### src/rtl/assert_macros.svh
`ifndef ASSERT_MACROS_SVH
`define ASSERT_MACROS_SVH

`ifndef NO_ASSERTIONS

`define ASSERT_ALWAYS(name, clk, rst, cond, msg) \
  name: assert property (@(posedge clk) disable iff (rst) (cond)) else $error(msg);

`define ASSERT_IMPLIES(name, clk, rst, ante, cons, msg) \
  name: assert property (@(posedge clk) disable iff (rst) (ante) |-> (cons)) else $error(msg);

`define ASSERT_NEXT(name, clk, rst, ante, cons, msg) \
  name: assert property (@(posedge clk) disable iff (rst) (ante) |=> (cons)) else $error(msg);

`else

`define ASSERT_ALWAYS(name, clk, rst, cond, msg)
`define ASSERT_IMPLIES(name, clk, rst, ante, cons, msg)
`define ASSERT_NEXT(name, clk, rst, ante, cons, msg)

`endif

`endif

### src/rtl/tlbpt_pkg.sv
package tlbpt_pkg;

  localparam int PAGE_BITS   = 8;
  localparam int OFFSET_BITS = 8;
  localparam int FRAME_BITS  = 8;
  localparam int COUNT_BITS  = 32;
  localparam int PAGE_SPACE  = 256;

  localparam logic [FRAME_BITS:0]   FRAME_LIMIT = 9'd256;
  localparam logic [FRAME_BITS-1:0] LAST_FRAME  = 8'hFF;
  localparam logic [COUNT_BITS-1:0] COUNT_MAX   = 32'hFFFF_FFFF;

  typedef enum logic [2:0] {
    ST_IDLE,
    ST_SCAN,
    ST_SCAN_END,
    ST_MAP_READ,
    ST_MAP_USE,
    ST_DONE
  } tpt_state_t;

  function automatic logic [COUNT_BITS-1:0] sat_inc(input logic [COUNT_BITS-1:0] v);
    sat_inc = (v == COUNT_MAX) ? v : v + 32'd1;
  endfunction

endpackage

### src/rtl/tlb_page_table_translator_top.sv
// A word is accepted in idle, then the whole TLB memory is scanned; a TLB hit goes straight
// to the output, while a miss reads the page map, maps the page to a new frame if it was
// unmapped and fills a TLB entry. A new word is accepted only after the last one is loaded
// into the output register. The single tag comparator walks the TLB memory one entry a cycle.
// Reset (rst, synchronous) empties the TLB and page map at once; no clearing pass.
`include "assert_macros.svh"

module tlb_page_table_translator_top #(
  parameter int TLB_ENTRIES = 16,
  parameter int PAGE_COUNT  = 256
) (
  input  logic        clk,
  input  logic        rst,
  input  logic        s_axis_tvalid,
  output logic        s_axis_tready,
  input  logic [15:0] s_axis_tdata,   // [15:0] logical_address
  output logic        m_axis_tvalid,
  input  logic        m_axis_tready,
  output logic [79:0] m_axis_tdata,   // [15:0] physical_address, [47:16] hit_count,
                                      // [79:48] fault_count
  output logic [1:0]  m_axis_tuser    // [0] tlb_hit, [1] page_fault
);

  localparam int IDX_W     = $clog2(TLB_ENTRIES);
  localparam int MAP_DEPTH = (PAGE_COUNT < tlbpt_pkg::PAGE_SPACE) ? PAGE_COUNT
                                                                   : tlbpt_pkg::PAGE_SPACE;
  localparam int MAP_W     = $clog2(MAP_DEPTH);
  localparam logic [IDX_W-1:0] LAST_IDX = IDX_W'(TLB_ENTRIES - 1);
  localparam logic [11:0] PAGE_MOD = 12'(PAGE_COUNT);

  tlbpt_pkg::tpt_state_t state, state_next;

  logic [tlbpt_pkg::PAGE_BITS-1:0]   page;
  logic [tlbpt_pkg::OFFSET_BITS-1:0] offset;
  logic [tlbpt_pkg::FRAME_BITS-1:0]  frame;
  logic                              hit;
  logic                              fault;
  logic [tlbpt_pkg::COUNT_BITS-1:0]  hit_counter;
  logic [tlbpt_pkg::COUNT_BITS-1:0]  fault_counter;
  logic [tlbpt_pkg::FRAME_BITS:0]    next_free_frame;
  logic [IDX_W-1:0]                  fill_ptr;
  logic [IDX_W-1:0]                  scan_idx;
  logic                              rd_go;

  logic [TLB_ENTRIES-1:0] tlb_valid;
  logic [15:0]            tlb_mem [TLB_ENTRIES];
  logic [tlbpt_pkg::PAGE_BITS-1:0]  tlb_rd_tag;
  logic [tlbpt_pkg::FRAME_BITS-1:0] tlb_rd_frame;
  logic                             tlb_rd_valid;

  logic [MAP_DEPTH-1:0]             map_valid;
  logic [tlbpt_pkg::FRAME_BITS-1:0] map_mem [MAP_DEPTH];
  logic [tlbpt_pkg::FRAME_BITS-1:0] map_rd_frame;
  logic                             map_rd_mapped;

  logic                             match;
  logic                             hit_now;
  logic                             load_out;
  logic [MAP_W-1:0]                 map_idx;
  logic [11:0]                      page_rem;
  logic [tlbpt_pkg::FRAME_BITS-1:0] alloc_frame;
  logic [tlbpt_pkg::FRAME_BITS-1:0] miss_frame;
  logic                             miss_we;
  logic                             map_we;

  assign match   = rd_go && tlb_rd_valid && (tlb_rd_tag == page);
  assign hit_now = hit || match;

  // reduce page modulo the map depth by restoring subtraction (exact for PAGE_COUNT of 16 or more)
  always_comb begin
    page_rem = 12'(page);
    if (PAGE_COUNT < tlbpt_pkg::PAGE_SPACE) begin
      for (int k = 3; k >= 0; k--) begin
        if (page_rem >= (PAGE_MOD << k)) page_rem = page_rem - (PAGE_MOD << k);
      end
    end
  end
  assign map_idx = page_rem[MAP_W-1:0];

  assign alloc_frame = (next_free_frame < tlbpt_pkg::FRAME_LIMIT)
                     ? next_free_frame[tlbpt_pkg::FRAME_BITS-1:0] : tlbpt_pkg::LAST_FRAME;
  assign miss_frame  = map_rd_mapped ? map_rd_frame : alloc_frame;
  assign miss_we     = (state == tlbpt_pkg::ST_MAP_USE);
  assign map_we      = miss_we && !map_rd_mapped;

  always_ff @(posedge clk) begin
    if (rst) begin
      state <= tlbpt_pkg::ST_IDLE;
    end else begin
      state <= state_next;
    end
  end

  always_comb begin
    state_next    = state;
    s_axis_tready = 1'b0;
    load_out      = 1'b0;
    unique case (state)
      tlbpt_pkg::ST_IDLE: begin
        s_axis_tready = !rst;
        if (s_axis_tvalid) state_next = tlbpt_pkg::ST_SCAN;
      end
      tlbpt_pkg::ST_SCAN: begin
        if (scan_idx == LAST_IDX) state_next = tlbpt_pkg::ST_SCAN_END;
      end
      tlbpt_pkg::ST_SCAN_END: begin
        state_next = hit_now ? tlbpt_pkg::ST_DONE : tlbpt_pkg::ST_MAP_READ;
      end
      tlbpt_pkg::ST_MAP_READ: begin
        state_next = tlbpt_pkg::ST_MAP_USE;
      end
      tlbpt_pkg::ST_MAP_USE: begin
        state_next = tlbpt_pkg::ST_DONE;
      end
      tlbpt_pkg::ST_DONE: begin
        if (!m_axis_tvalid || m_axis_tready) begin
          load_out   = 1'b1;
          state_next = tlbpt_pkg::ST_IDLE;
        end
      end
      default: state_next = tlbpt_pkg::ST_IDLE;
    endcase
  end

  always_ff @(posedge clk) begin
    if (rst) begin
      rd_go           <= 1'b0;
      scan_idx        <= '0;
      fill_ptr        <= '0;
      next_free_frame <= '0;
      hit_counter     <= '0;
      fault_counter   <= '0;
      tlb_valid       <= '0;
      map_valid       <= '0;
      m_axis_tvalid   <= 1'b0;
    end else begin
      rd_go <= (state == tlbpt_pkg::ST_SCAN);
      if (state == tlbpt_pkg::ST_SCAN) begin
        scan_idx <= (scan_idx == LAST_IDX) ? '0 : scan_idx + 1'b1;
      end
      if (state == tlbpt_pkg::ST_SCAN_END && hit_now) begin
        hit_counter <= tlbpt_pkg::sat_inc(hit_counter);
      end
      if (map_we) begin
        fault_counter      <= tlbpt_pkg::sat_inc(fault_counter);
        map_valid[map_idx] <= 1'b1;
        if (next_free_frame < tlbpt_pkg::FRAME_LIMIT) next_free_frame <= next_free_frame + 1'b1;
      end
      if (miss_we) begin
        tlb_valid[fill_ptr] <= 1'b1;
        fill_ptr            <= (fill_ptr == LAST_IDX) ? '0 : fill_ptr + 1'b1;
      end
      if (load_out) begin
        m_axis_tvalid <= 1'b1;
      end else if (m_axis_tready) begin
        m_axis_tvalid <= 1'b0;
      end
    end
  end

  // hold the word in flight
  always_ff @(posedge clk) begin
    if (s_axis_tvalid && s_axis_tready) begin
      page   <= s_axis_tdata[15:8];
      offset <= s_axis_tdata[7:0];
      hit    <= 1'b0;
      fault  <= 1'b0;
      frame  <= '0;
    end else begin
      if (rd_go) begin
        hit <= hit_now;
        if (match) frame <= tlb_rd_frame;
      end
      if (state == tlbpt_pkg::ST_MAP_READ) begin
        map_rd_mapped <= map_valid[map_idx];
      end
      if (miss_we) begin
        frame <= miss_frame;
        fault <= !map_rd_mapped;
      end
    end
  end

  always_ff @(posedge clk) begin
    if (miss_we) tlb_mem[fill_ptr] <= {page, miss_frame};
    {tlb_rd_tag, tlb_rd_frame} <= tlb_mem[scan_idx];
    tlb_rd_valid <= tlb_valid[scan_idx];
  end

  always_ff @(posedge clk) begin
    if (map_we) map_mem[map_idx] <= alloc_frame;
    map_rd_frame <= map_mem[map_idx];
  end

  always_ff @(posedge clk) begin
    if (load_out) begin
      m_axis_tdata <= {fault_counter, hit_counter, frame, offset};
      m_axis_tuser <= {fault, hit};
    end
  end

  `ASSERT_IMPLIES(a_hit_xor_fault, clk, rst, m_axis_tvalid,
                  !(m_axis_tuser[0] && m_axis_tuser[1]), "hit and fault flagged together")
  `ASSERT_NEXT(a_fill_advance, clk, rst, state == tlbpt_pkg::ST_MAP_USE,
               fill_ptr != $past(fill_ptr), "fill pointer did not advance on miss")
  `ASSERT_ALWAYS(a_frame_limit, clk, rst, next_free_frame <= tlbpt_pkg::FRAME_LIMIT,
                 "free frame count beyond limit")
  `ASSERT_IMPLIES(a_fault_counted, clk, rst, m_axis_tvalid && m_axis_tuser[1],
                  m_axis_tdata[79:48] != 32'd0, "fault word with zero fault count")

endmodule
### config.mk
export PLATFORM = sky130hd
export DESIGN_NAME = tlb_page_table_translator_top
export DESIGN_NICKNAME = d
export VERILOG_FILES = /design/src/rtl/tlbpt_pkg.sv /design/src/rtl/tlb_page_table_translator_top.sv
export VERILOG_INCLUDE_DIRS = /design/src /design/src/rtl
export SDC_FILE = /design/constraint.sdc
export NUM_CORES = 2
export LEC_CHECK = 0
export BUFFER_PORTS_ARGS = -buffer_cell sky130_fd_sc_hd__buf_2
export CORE_MARGIN = 3
export CORE_UTILIZATION = 30
export CTS_BUF_LIST = sky130_fd_sc_hd__clkbuf_8
export CTS_CLUSTER_DIAMETER = 30
export CTS_CLUSTER_SIZE = 28
export DETAILED_ROUTE_END_ITERATION = 16
export PLACE_DENSITY = 0.5
export SYNTH_ARGS = -nofsm -noshare
export SYNTH_HDL_FRONTEND = slang
export SYNTH_SLANG_ARGS = --single-unit
export TNS_END_PERCENT = 100
### constraint.sdc
create_clock -name clk -period 8.1 [get_ports clk]
set_clock_uncertainty 0.2 [all_clocks]
set_input_delay 0.81 -clock clk [delete_from_list [all_inputs] [get_ports clk]]
set_output_delay 0.81 -clock clk [all_outputs]
set_load 0.01 [all_outputs]
==> impl_metrics.prom <==
# TYPE chip_impl_metric gauge
chip_impl_info{name="synth.largest_area_cell",value="sky130_fd_sc_hd__edfxtp_1"} 1
chip_impl_metric{name="syn_to_final_growth",unit="%"} 18.1
chip_impl_metric{name="floorplan.initialDensity",unit=""} 0.302
chip_impl_metric{name="cts.reportedPaths.clkPinSlew",unit="ps"} 60
chip_impl_metric{name="postSynthRegisterBits",unit=""} 2796
chip_impl_metric{name="worstPathRequired",unit="ps"} 8910
chip_impl_info{name="capturing_element_type_of_the_critical_path",value="register"} 1
chip_impl_metric{name="post_drt_wl_per_cell",unit="µm"} 25.7
chip_impl_metric{name="synth.lib_cells_used.distinct",unit=""} 52
chip_impl_metric{name="number_of_gates_given_a_new_drive_strength_after_cts",unit=""} 0
chip_impl_metric{name="synth_top_area_frac",unit=""} 0.681
chip_impl_info{name="unrepaired_setup_endpoints_after_global_routing",value="false"} 1
chip_impl_metric{name="period_needed",unit="ps"} 5480
chip_impl_info{name="clock_tree.root_cell",value="sky130_fd_sc_hd__clkbuf_8"} 1
chip_impl_metric{name="power.ir.vdd_worst",unit="µV"} 148
chip_impl_metric{name="slew_viol_final",unit=""} 0
chip_impl_metric{name="setup_total_negative_slack",unit="ps"} 0
chip_impl_metric{name="cts_buf_count",unit=""} 559
chip_impl_metric{name="synthesis.yosys.warnings",unit=""} 0
chip_impl_metric{name="period_share",unit=""} 0.677
chip_impl_metric{name="multiplexer_area_fraction_after_synthesis",unit=""} 0.142
chip_impl_metric{name="clock-sinks",unit=""} 2796
chip_impl_metric{name="finalPower",unit="mW"} 32.4
chip_impl_metric{name="xor_xnor_share_of_the_synthesized_area",unit=""} 0.00314
chip_impl_metric{name="cp.arrival",unit="ps"} 6290
chip_impl_metric{name="max-slew-margin-rel",unit=""} 0.141
chip_impl_metric{name="final-hold-violation-count",unit=""} 0
chip_impl_metric{name="route.final.wire_length",unit="µm"} 290000
chip_impl_metric{name="synth-edff-count",unit=""} 2403
chip_impl_metric{name="ff2ff_path_depth",unit=""} 9
chip_impl_metric{name="placement_rows",unit=""} 217
chip_impl_metric{name="clk_path_buf_depth",unit=""} 4
chip_impl_info{name="synthFlopType",value="sky130_fd_sc_hd__edfxtp_1"} 1
chip_impl_metric{name="timing.max_cap.violations",unit=""} 0
chip_impl_metric{name="number_of_global_route_vias_before_repair",unit=""} 58100
chip_impl_info{name="cp_capture_point",value="map_rd_frame[1]$_DFF_P_"} 1
chip_impl_metric{name="port_buffers",unit=""} 103
chip_impl_metric{name="cts_max_level",unit=""} 6
chip_impl_metric{name="timing.reg2reg.setup_slack",unit="ps"} 2620
chip_impl_metric{name="routed_vias",unit=""} 56400
chip_impl_metric{name="placeable_core_region",unit="µm²"} 351000
chip_impl_metric{name="synth_simple_gate_area_frac",unit=""} 0.0460
chip_impl_metric{name="grtUsageTotal",unit=""} 0.157
chip_impl_metric{name="finish_stage_setup_viols",unit=""} 0
chip_impl_metric{name="synth_async_sr_flop_share",unit=""} 0
chip_impl_metric{name="crit_fanout",unit=""} 121
chip_impl_metric{name="detail_route.vias_per_cell",unit=""} 5.00
chip_impl_metric{name="fin_worst_hold_slack",unit="ps"} 215
chip_impl_metric{name="power_density",unit="nW/µm²"} 259
chip_impl_metric{name="detail_route.iter0.violations",unit=""} 5485
chip_impl_info{name="tritoncts",value="yes"} 1
chip_impl_metric{name="fmax",unit="GHz"} 0.182
chip_impl_metric{name="overflow",unit=""} 0
chip_impl_info{name="critical_path.startpoint",value="map_idx[1]$_DFFE_PP_"} 1
chip_impl_metric{name="synth_area",unit="µm²"} 106000
chip_impl_metric{name="postLayoutCellArea",unit="µm²"} 125000
chip_impl_metric{name="maximum_number_of_pins_on_one_net_before_global_route_repair",unit=""} 165
chip_impl_metric{name="route.detailed.drc",unit=""} 0
chip_impl_metric{name="sum_of_net_half_perimeters_after_detailed_placement",unit="µm"} 165000
chip_impl_metric{name="drive_above_1_share",unit=""} 0.286
chip_impl_metric{name="syn_nets",unit=""} 5675
chip_impl_info{name="critical_register_to_register_path_startpoint",value="map_idx[1]$_DFFE_PP_"} 1
chip_impl_metric{name="design.die.area",unit="µm²"} 361000
chip_impl_metric{name="power_leakage",unit="nW"} 39.9
chip_impl_metric{name="final_net_count",unit=""} 6131
chip_impl_info{name="main_combinational_cell_family_by_area_after_synthesis",value="multiplexers"} 1
chip_impl_metric{name="post_synth_fa_ha_maj_area_fraction",unit=""} 0.000944
chip_impl_metric{name="routabilityCongestion",unit=""} 0.766
chip_impl_metric{name="initial_antenna_violation_count",unit=""} 11
chip_impl_info{name="r2r-end",value="map_rd_frame[1]$_DFF_P_"} 1
chip_impl_metric{name="yosysSeqAreaShare",unit=""} 0.755
chip_impl_metric{name="fp.dieW",unit="µm"} 600
chip_impl_metric{name="insertion_delay_to_the_later_sink_of_the_worst_skew_pair",unit="ps"} 1120
chip_impl_metric{name="placedCellCount",unit=""} 10200
chip_impl_metric{name="dpl-instance-area",unit="µm²"} 113000
chip_impl_info{name="synth_area_leaders",value="sky130_fd_sc_hd__edfxtp_1 (68%), sky130_fd_sc_hd__mux4_2 (14%), sky130_fd_sc_hd__dfxtp_1 (7.4%)"} 1
chip_impl_metric{name="grt_first_pass_wirelength",unit="µm"} 419000
chip_impl_info{name="critical_path.startpoint_type",value="register"} 1
chip_impl_info{name="post-synth-top-count-cell",value="sky130_fd_sc_hd__edfxtp_1"} 1
chip_impl_metric{name="drt_pass1_iterations",unit=""} 7
chip_impl_metric{name="worstMarginPinSlew",unit="ps"} 1280
chip_impl_info{name="status",value="completed"} 1
chip_impl_metric{name="syn_inst",unit=""} 5647
chip_impl_metric{name="final_cell_count_no_fill",unit=""} 11300
chip_impl_metric{name="synth-compound-area-share",unit=""} 0.0392
chip_impl_info{name="critical_path_class",value="register to register"} 1
chip_impl_metric{name="avgSynthCellArea",unit="µm²"} 18.8
chip_impl_metric{name="io_pins",unit=""} 104
chip_impl_metric{name="route.antenna.remaining_nets",unit=""} 0
chip_impl_metric{name="die_h",unit="µm"} 600
chip_impl_info{name="synth.top_cells.by_count",value="sky130_fd_sc_hd__edfxtp_1 (2403), sky130_fd_sc_hd__nor2_1 (807), sky130_fd_sc_hd__mux4_2 (661)"} 1
chip_impl_info{name="holdCritPathClass",value="register to register"} 1
chip_impl_metric{name="num-fill-cells",unit=""} 32800
## through the flow
stage	utilization	setup WS (ps)
2_1_floorplan	-	3010
3_3_place_gp	0.321	1450
3_5_place_dp	0.321	2470
4_1_cts	0.357	2490
5_1_grt	0.357	2570
6_report	0.357	2620
## final cells by class
| class | count | area [µm²] | share of cell area |
|---|---|---|---|
| flip-flops and latches | 2796 | 80000 | 0.639 |
| multi-input cells | 2498 | 24900 | 0.199 |
| clock buffers | 602 | 8290 | 0.0662 |
| well taps | 4708 | 5890 | 0.0471 |
| clock inverters | 424 | 4170 | 0.0333 |
| repair buffers | 235 | 1850 | 0.0148 |
| inverters | 13 | 48.8 | 0.000390 |
| diodes | 2 | 5.00 | 0.0000400 |
## state kept, by name (all words and copies together), names as in the netlist, 2 cells and up
register	flops
m_axis_tdata	80
next_free_frame	9
tlb_rd_tag	8
tlb_valid	16
map_valid	256
map_idx	8
m_axis_tuser	2
fault_counter	32
offset	8
tlb_mem	256
fill_ptr	4
hit_counter	32
frame	8
map_mem	2048
map_rd_frame	8
state	3
tlb_rd_frame	8
scan_idx	4
## critical path, stage by stage (launching register included)
cell and delay, ps:
sky130_fd_sc_hd__edfxtp_1 1180, sky130_fd_sc_hd__buf_4 550, sky130_fd_sc_hd__buf_12 550, sky130_fd_sc_hd__mux4_2 430, sky130_fd_sc_hd__a22oi_1 300, sky130_fd_sc_hd__a21oi_1 230, sky130_fd_sc_hd__nor4_1 1080, sky130_fd_sc_hd__buf_4 310
sky130_fd_sc_hd__o22ai_1 80, sky130_fd_sc_hd__or2_2 320
## layout by cell type, fill, tap and decap left out, types with 22 or more instances in the layout
cell type / instances
sky130_fd_sc_hd__dfxtp_1: 390
sky130_fd_sc_hd__o31ai_1: 22
sky130_fd_sc_hd__clkinv_4: 24
sky130_fd_sc_hd__clkinvlp_4: 52
sky130_fd_sc_hd__bufinv_16: 66
sky130_fd_sc_hd__clkbuf_8: 602
sky130_fd_sc_hd__inv_6: 33
sky130_fd_sc_hd__nand3_1: 25
sky130_fd_sc_hd__nand2_1: 57
sky130_fd_sc_hd__or4_1: 24
sky130_fd_sc_hd__inv_1: 94
sky130_fd_sc_hd__nor4_1: 26
sky130_fd_sc_hd__clkinv_2: 90
sky130_fd_sc_hd__buf_12: 22
sky130_fd_sc_hd__edfxtp_1: 2403
sky130_fd_sc_hd__nor2_1: 793
sky130_fd_sc_hd__buf_4: 87
sky130_fd_sc_hd__mux4_2: 661
sky130_fd_sc_hd__clkinv_1: 51
sky130_fd_sc_hd__buf_2: 103
sky130_fd_sc_hd__a22oi_1: 288
sky130_fd_sc_hd__a21oi_1: 266
## per-layer routing
layer	share of wire	vias up	global-route usage	wire length [µm]
met5	0.000045	-	0	13
met3	0.065	454	0.0282	18900
li1	-	23900	-	-
met4	0.026	2	0.0460	7420
met1	0.44	30000	0.223	128000
met2	0.47	2072	0.246	136000
## report_power, final
group          internal (mW)  switching (mW)  leakage, nW
logic                  0.402           0.623         7.87
clock network           9.19            6.61         6.55
registers               15.5          0.0641         25.5
total                   25.1            7.30         39.9
## cell families after synthesis
group           count (synthesis)
compound gates                649
xor+xnor                       38
fa+ha+maj                       8
buf+inv                       353
flops                        2796
mux                           681
simple gates                 1122
## what timing repair did
item / CTS / global route
hold buffers: 20 / 0
hold endpoints to repair: 100 / 0
buffers inserted: 0 / 0
## worst min path at each step
stage,start,endpoint,cells past startpoint
2_1_floorplan,offset[0]$_DFFE_PP_,m_axis_tdata[0]$_DFFE_PP_,0
3_3_place_gp,offset[1]$_DFFE_PP_,m_axis_tdata[1]$_DFFE_PP_,0
3_5_place_dp,offset[0]$_DFFE_PP_,m_axis_tdata[0]$_DFFE_PP_,0
4_1_cts,s_axis_tdata[5],offset[5]$_DFFE_PP_,2
5_1_grt,s_axis_tdata[4],offset[4]$_DFFE_PP_,2
6_report,offset[0]$_DFFE_PP_,m_axis_tdata[0]$_DFFE_PP_,0
(Power assumes the default switching activity.)
